## src/design/tdpt_pkg.sv

```systemverilog
`timescale 1ns / 1ps
// ----------------------------------------------------------------------------
// tdpt_pkg
// shared constants and types for the trial division prime tester
// ----------------------------------------------------------------------------
package tdpt_pkg;

    // default width of the tested value
    localparam int unsigned VALUE_WIDTH_DEF = 31;

    // status from the serial divider to the controller
    typedef struct packed {
        logic busy;  // a division is in progress
        logic done;  // quotient and remainder valid this cycle
    } t_div_stat;

endpackage

```

## src/design/tdpt_serial_div.sv

```systemverilog
`timescale 1ns / 1ps
// ----------------------------------------------------------------------------
// tdpt_serial_div
// restoring divider, one quotient bit per cycle
// ----------------------------------------------------------------------------
module tdpt_serial_div #(
    parameter int unsigned VALUE_WIDTH = tdpt_pkg::VALUE_WIDTH_DEF
) (
    input  logic                   i_clk,
    input  logic                   i_rst_n,
    input  logic                   i_start,
    input  logic [VALUE_WIDTH-1:0] i_dividend,
    input  logic [VALUE_WIDTH-1:0] i_divisor,   // held stable while busy
    output tdpt_pkg::t_div_stat    o_stat,
    output logic [VALUE_WIDTH-1:0] o_quotient,
    output logic [VALUE_WIDTH-1:0] o_remainder
);
    import tdpt_pkg::*;

    localparam int unsigned CntW = $clog2(VALUE_WIDTH);
    localparam logic [CntW-1:0] LastStep = CntW'(VALUE_WIDTH - 1);

    logic [VALUE_WIDTH-1:0] r_rem, n_rem;
    logic [VALUE_WIDTH-1:0] r_quo, n_quo;
    logic [CntW-1:0]        r_cnt, n_cnt;
    logic                   r_busy, n_busy;
    logic                   r_done, n_done;

    logic [VALUE_WIDTH:0]   w_trial;
    logic [VALUE_WIDTH:0]   w_diff;
    logic                   w_fits;

    // shift in the next dividend bit and try one subtraction
    assign w_trial = {r_rem, r_quo[VALUE_WIDTH-1]};
    assign w_diff  = w_trial - {1'b0, i_divisor};
    assign w_fits  = ~w_diff[VALUE_WIDTH];

    always_comb begin
        n_rem  = r_rem;
        n_quo  = r_quo;
        n_cnt  = r_cnt;
        n_busy = r_busy;
        n_done = 1'b0;
        if (i_start) begin
            n_rem  = '0;
            n_quo  = i_dividend;
            n_cnt  = LastStep;
            n_busy = 1'b1;
        end else if (r_busy) begin
            n_rem = w_fits ? w_diff[VALUE_WIDTH-1:0] : w_trial[VALUE_WIDTH-1:0];
            n_quo = {r_quo[VALUE_WIDTH-2:0], w_fits};
            if (r_cnt == '0) begin
                n_busy = 1'b0;
                n_done = 1'b1;
            end else begin
                n_cnt = r_cnt - 1'b1;
            end
        end
    end

    always_ff @(posedge i_clk) begin
        if (!i_rst_n) begin
            r_busy <= 1'b0;
            r_done <= 1'b0;
            r_cnt  <= '0;
            r_rem  <= '0;
            r_quo  <= '0;
        end else begin
            r_busy <= n_busy;
            r_done <= n_done;
            r_cnt  <= n_cnt;
            r_rem  <= n_rem;
            r_quo  <= n_quo;
        end
    end

    assign o_stat.busy = r_busy;
    assign o_stat.done = r_done;
    assign o_quotient  = r_quo;
    assign o_remainder = r_rem;

endmodule

```

## config.mk

```make
export PLATFORM = sky130hd
export DESIGN_NAME = tdpt_serial_div
export DESIGN_NICKNAME = d
export VERILOG_FILES = /design/src/design/tdpt_pkg.sv /design/src/design/tdpt_serial_div.sv
export SDC_FILE = /design/constraint.sdc
export NUM_CORES = 1
export LEC_CHECK = 0
export BUFFER_PORTS_ARGS = -buffer_cell sky130_fd_sc_hd__buf_2
export CAP_MARGIN = 10
export CORE_MARGIN = 2
export CORE_UTILIZATION = 34
export DETAILED_ROUTE_END_ITERATION = 16
export SLEW_MARGIN = 10
export SYNTH_ARGS = -nofsm -noshare
export SYNTH_HDL_FRONTEND = slang
export SYNTH_SLANG_ARGS = --single-unit
export TNS_END_PERCENT = 1
```

## constraint.sdc

```tcl
create_clock -name i_clk -period 3.4 [get_ports i_clk]
set_input_delay 0.17 -clock i_clk [delete_from_list [all_inputs] [get_ports i_clk]]
set_output_delay 0.17 -clock i_clk [all_outputs]
set_load 0.01 [all_outputs]
```

Yosys cells after proc, flatten, opt, wreduce, memory -nomap -nowiden
Index checks and enable logic that the tools add are counted.
{"block": "op_classes", "addsub": 2, "n_eq_ne": 1, "mux": 10, "bitwise_logic": 4, "reduce_logical": 6}
{"operator": "2-to-1 mux 31 bit", "count": 3}
{"operator": "subtractor 32 x 31 -> 32 bit", "count": 1}
{"operator": "2-to-1 mux 5 bit", "count": 3}
{"operator": "zero test 5 bit", "count": 1}
{"operator": "subtractor 5 x 1 -> 5 bit, second input constant", "count": 1}
{"operator": "2-to-1 mux 1 bit", "count": 4}
{"operator": "NOT 1 bit", "count": 4}
{"operator": "AND reduction 2 bit", "count": 2}
{"operator": "OR reduction 3 bit", "count": 1}
{"operator": "inequality test 2 bit, second input constant", "count": 1}
{"operator": "nonzero test 2 bit", "count": 1}
{"operator": "OR reduction 2 bit", "count": 1}
{"block": "word_totals", "reg_bits": 69, "inputBits": 65, "output_inout_bits": 64, "word_cells": 29}

Depth between registers and ports, before layout
{"block": "depth", "ltp_word": 4, "ltp_mapped": 14, "depth_no_buf": 12}

Worst setup path after synthesis
OpenSTA, ideal clock, no wires.
{"block": "synth_timing", "path_kind": "reg2reg", "startpoint": "register r_quo[30], in the netlist o_quotient[30]", "endpoint": "register r_rem[18], in the netlist o_remainder[18]", "setup_ns": 0.124, "arrival_ns": 2.354, "required_time_ns": 3.276, "setup_slack_ns": 0.922, "path_stages_with_launch": 13, "n_path_buf": 0, "synth_period_minus_slack_ns": 2.478, "path_cell_list": "dfxtp_1 -> inv_1 -> ha_1 -> fa_1 -> nor2b_4 -> o2111ai_1 -> a21oi_2 -> or3_1 -> a21oi_2 -> nor2_1 -> a2111o_1 -> a21boi_2 -> a211oi_2"}
{"block": "synth_between", "elab_chain_cells": 2}
{"element": "from (decl)", "line_no": "tdpt_serial_div.sv:24", "source": "logic [VALUE_WIDTH-1:0] r_quo, n_quo;"}
{"element": "from (signal assigned)", "line_no": "tdpt_serial_div.sv:73", "source": "r_quo <= n_quo;"}
{"element": "subtractor 32 x 31 -> 32 bit", "line_no": "tdpt_serial_div.sv:35", "source": "assign w_diff = w_trial - {1'b0, i_divisor};"}
{"element": "2-to-1 mux 31 bit", "line_no": "tdpt_serial_div.sv:50", "source": "n_rem = w_fits ? w_diff[VALUE_WIDTH-1:0] : w_trial[VALUE_WIDTH-1:0];"}
{"element": "to (signal assigned)", "line_no": "tdpt_serial_div.sv:72", "source": "r_rem <= n_rem;"}
{"element": "to (decl)", "line_no": "tdpt_serial_div.sv:23", "source": "logic [VALUE_WIDTH-1:0] r_rem, n_rem;"}
No other way between the ends.
A chain may end at the register's enable or synchronous reset.

Worst setup path in the final report
{"block": "layout_timing", "startpoint": "register r_rem[3], in the netlist o_remainder[3]", "endpoint": "register r_rem[5], in the netlist o_remainder[5]"}
{"block": "layout_between", "elab_chain_cells": 2}
{"element": "subtractor 32 x 31 -> 32 bit", "line_no": "tdpt_serial_div.sv:35"}
{"element": "2-to-1 mux 31 bit", "line_no": "tdpt_serial_div.sv:50"}
No other way between the ends.

==> results by group <==
Status
  • Status: completed

Routing
  • # DRC: 0
  • Final wirelength: 13300 um
  • Drt first pass iters: 5
  • Detailed Route Iter0 Violations: 243
  • Drt via density: about 5.2
  • WL per Instance: 14.7 um
  • Post-route antenna net violation count: 0
  • DR vias: 4706

Yosys
  • Share of the synthesized area in the top cell type: 0.276
  • Syn avg cell area: 8.18 um2
  • Area contributors post-synth: dfxtp_1 28%, mux2i_1 10%, ha_1 8.0%, o211a_1 6.8%, a21oi_1 5.5%
  • Post-synthesis sequential area ratio: 0.276
  • EDFF count, synth: 0
  • Count leader, synth: dfxtp_1
  • Mapped Nets: 710
  • Count of different cell masters after synthesis: 58
  • Warnings from Yosys: 0
  • Yosys reg bits: 69
  • Mapped cell area: 5010 um2
  • Most frequent cells after synthesis: 69 x dfxtp_1, 56 x nand2_1, 55 x a21oi_1
  • Area leader, netlist: dfxtp_1
  • Async SR Flop Fraction: 0
  • Ys flop type: dfxtp_1
  • Synth Instances: 612

Place
  • Placed cells: 889
  • DP HPWL: 9730 um
  • Gpl congestion: between 0.8 and 0.9
  • Number of port buffers: 128
  • Pre-CTS WS: approximately 0.63 ns

Worst setup path
  • CP endpoint kind: flip-flop
  • Critical path arrival: 2.94 ns
  • Top delay family on crit path: compound AO/OA/AOI/OAI gates
  • CP required: between 3 and 4 ns
  • CP max-delay cell: ha_1
  • Worst Setup Path Type: reg2reg
  • Crit-path cells: ha_1 -> a21o_1 -> a31o_2 -> o21ai_1 -> a31oi_2 -> a21oi_2 -> xnor2_4 -> buf_4 -> nor2b_1 -> a31oi_1 -> a21oi_1
  • Crit path buf inv count: 1
  • Worst Path Max Fanout: 21
  • Startpoint class of the critical path: flip-flop
  • Crit-path max cell delay: 0.36 ns

Power
  • Pleak: slightly above 3 nW
  • Peak supply drop: 301 uV
  • Total power: 2.40 mW
  • Pwr Density: 398 nW/um2

Layout
  • Share of cells above drive strength 1: 0.229
  • Fin nets: 814
  • Post-route insts no fill: 905
  • Syn-to-layout area delta: 20.5%
  • Antenna diodes: 0
  • Util after Layout: 0.417

Global route
  • GR Util All Layers: 0.171
  • Antenna violations before repair: 0
  • Vias in the first global route: 4498
  • Global-route wire length before repair: 22100 um
  • Grt ovf: 0
  • Largest net degree at the start of global routing: 67

Timing
  • Final setup margin: about 0.66 ns
  • Final setup fails: 0
  • Setup TNS: 0 ns
  • Worst-Margin Slew: 0.689 ns
  • Clock Skews: 0.00763 ns
  • Rel. slew slack: 0.541
  • Min Tclk post-route: 2.74 ns
  • Max Fclk: 365 MHz
  • Fin. Hold Viols: 0
  • RSZ-0062 raised after global routing: no
  • Pins over their slew limit: 0
  • Crit share post-route: 0.806

Die
  • Core area: 14500 um2
  • Starting density of the core: 0.346
  • Die width: 125 um
  • Die Ht: between 100 and 150 um
  • Die ar.: between 15000 and 20000 um2
  • Row count: 44
  • Ports: 129

Clocking
  • CTS Hold Bufs: 0
  • Clock sink count: 69
  • Clock Latency Late Sink: 0.35 ns
  • Buffer count from post-CTS setup fixing: 0
  • TritonCTS buffer count: 9
  • H-tree depth: 3
  • Root Buffer: clkbuf_16
  • CTS clk-pin slew, worst paths: 0.06 ns
  • PostCTS Resize Cnt: 0
  • CTS tree: yes
  • Clock tree buffer depth: 2

Job
  • Max-Cap Viols: 0

Hold path
  • Min-Delay Path Class: in2reg
==> power by group <==
group,total [mW],internal [mW],switching [mW]
Combinational,0.518,0.233,0.285
Sequential,0.913,0.857,0.0560
Clock,0.967,0.576,0.391
==> logic make-up (layout without fill, tap and decap cells) <==
group,count (synthesis),in the layout,synth area share
and+or+nand+nor,142,142,0.134
AOI/OAI and AO/OA,206,206,0.284
adders and majority gates,33,33,0.0840
xor gates and xnor gates,28,28,0.0505
buffers and inverters,84,193,0.0725
muxes,50,50,0.100
DFF,69,69,0.276
==> final timing paths <==
check                      start             end  slack, ns  cells past startpoint
hold reg to reg         r_cnt[4]          r_done       0.45                      1
setup reg to reg  o_remainder[3]  o_remainder[5]       0.66                     11
hold / removal    i_dividend[12]  o_quotient[12]       0.04                      2
setup / recovery  o_remainder[3]  o_remainder[5]       0.66                     11
==> routing by layer <==
metal / global-route usage / share of wire / wire length (um) / up-vias
li1: - / - / - / 2413
met1: 0.212 / 0.45 / 5970 / 2129
met2: 0.275 / 0.45 / 6040 / 147
met3: 0.0638 / 0.081 / 1080 / 17
met4: 0.0556 / 0.016 / 208 / 0
met5: 0 / 0 / 0 / -
==> layout by cell type, fill, tap and decap left out, types with 3 or more instances in the layout <==
cell,Yosys,routed
buf_2,11,128
dfxtp_1,69,68
nand2_1,56,56
a21oi_1,55,55
mux2i_1,50,50
inv_1,44,44
o21ai_0,42,42
o211a_1,34,34
ha_1,32,32
nor2_1,29,29
xnor2_1,22,22
o211ai_1,13,13
nand3_1,10,10
nor3_1,9,9
a31oi_1,9,9
clkbuf_16,0,9
a21o_1,8,8
nand4_1,8,8
nand2b_1,8,8
nor2b_1,5,5
xor2_1,5,5
buf_4,5,5
and3_1,4,4
o21ai_1,4,4
o21a_1,4,4
a21oi_2,4,4
a21boi_0,3,3
o21bai_1,3,3
a211oi_1,3,3
a211oi_2,3,3
or3_1,3,3
o31ai_1,3,3
inv_6,0,3
==> state kept, by name, summed over array words and instances (netlist names) <==
| register | count |
|---|---|
| r_cnt | 5 |
| r_busy | 1 |
| o_remainder | 31 |
| o_quotient | 31 |
| r_done | 1 |
==> final cells by class <==
type                       count  area, um2
clock buffer                  10        229
fill                        1505       8450
timing repair buffer         133        678
tap                          184        230
inverter                      44        165
multi-input combinational    459       3270
clock inverter                 6       70.1
sequential                    69       1390
==> through the flow <==
step                hold slack [ns]  area (um2)
CTS                          0.0245        6030
global placement              0.393        5730
finish                       0.0408        6030
detailed placement            0.396        5730
floorplan                     0.294        5010
global route                 0.0283        6030
(Power assumes the default switching activity.)
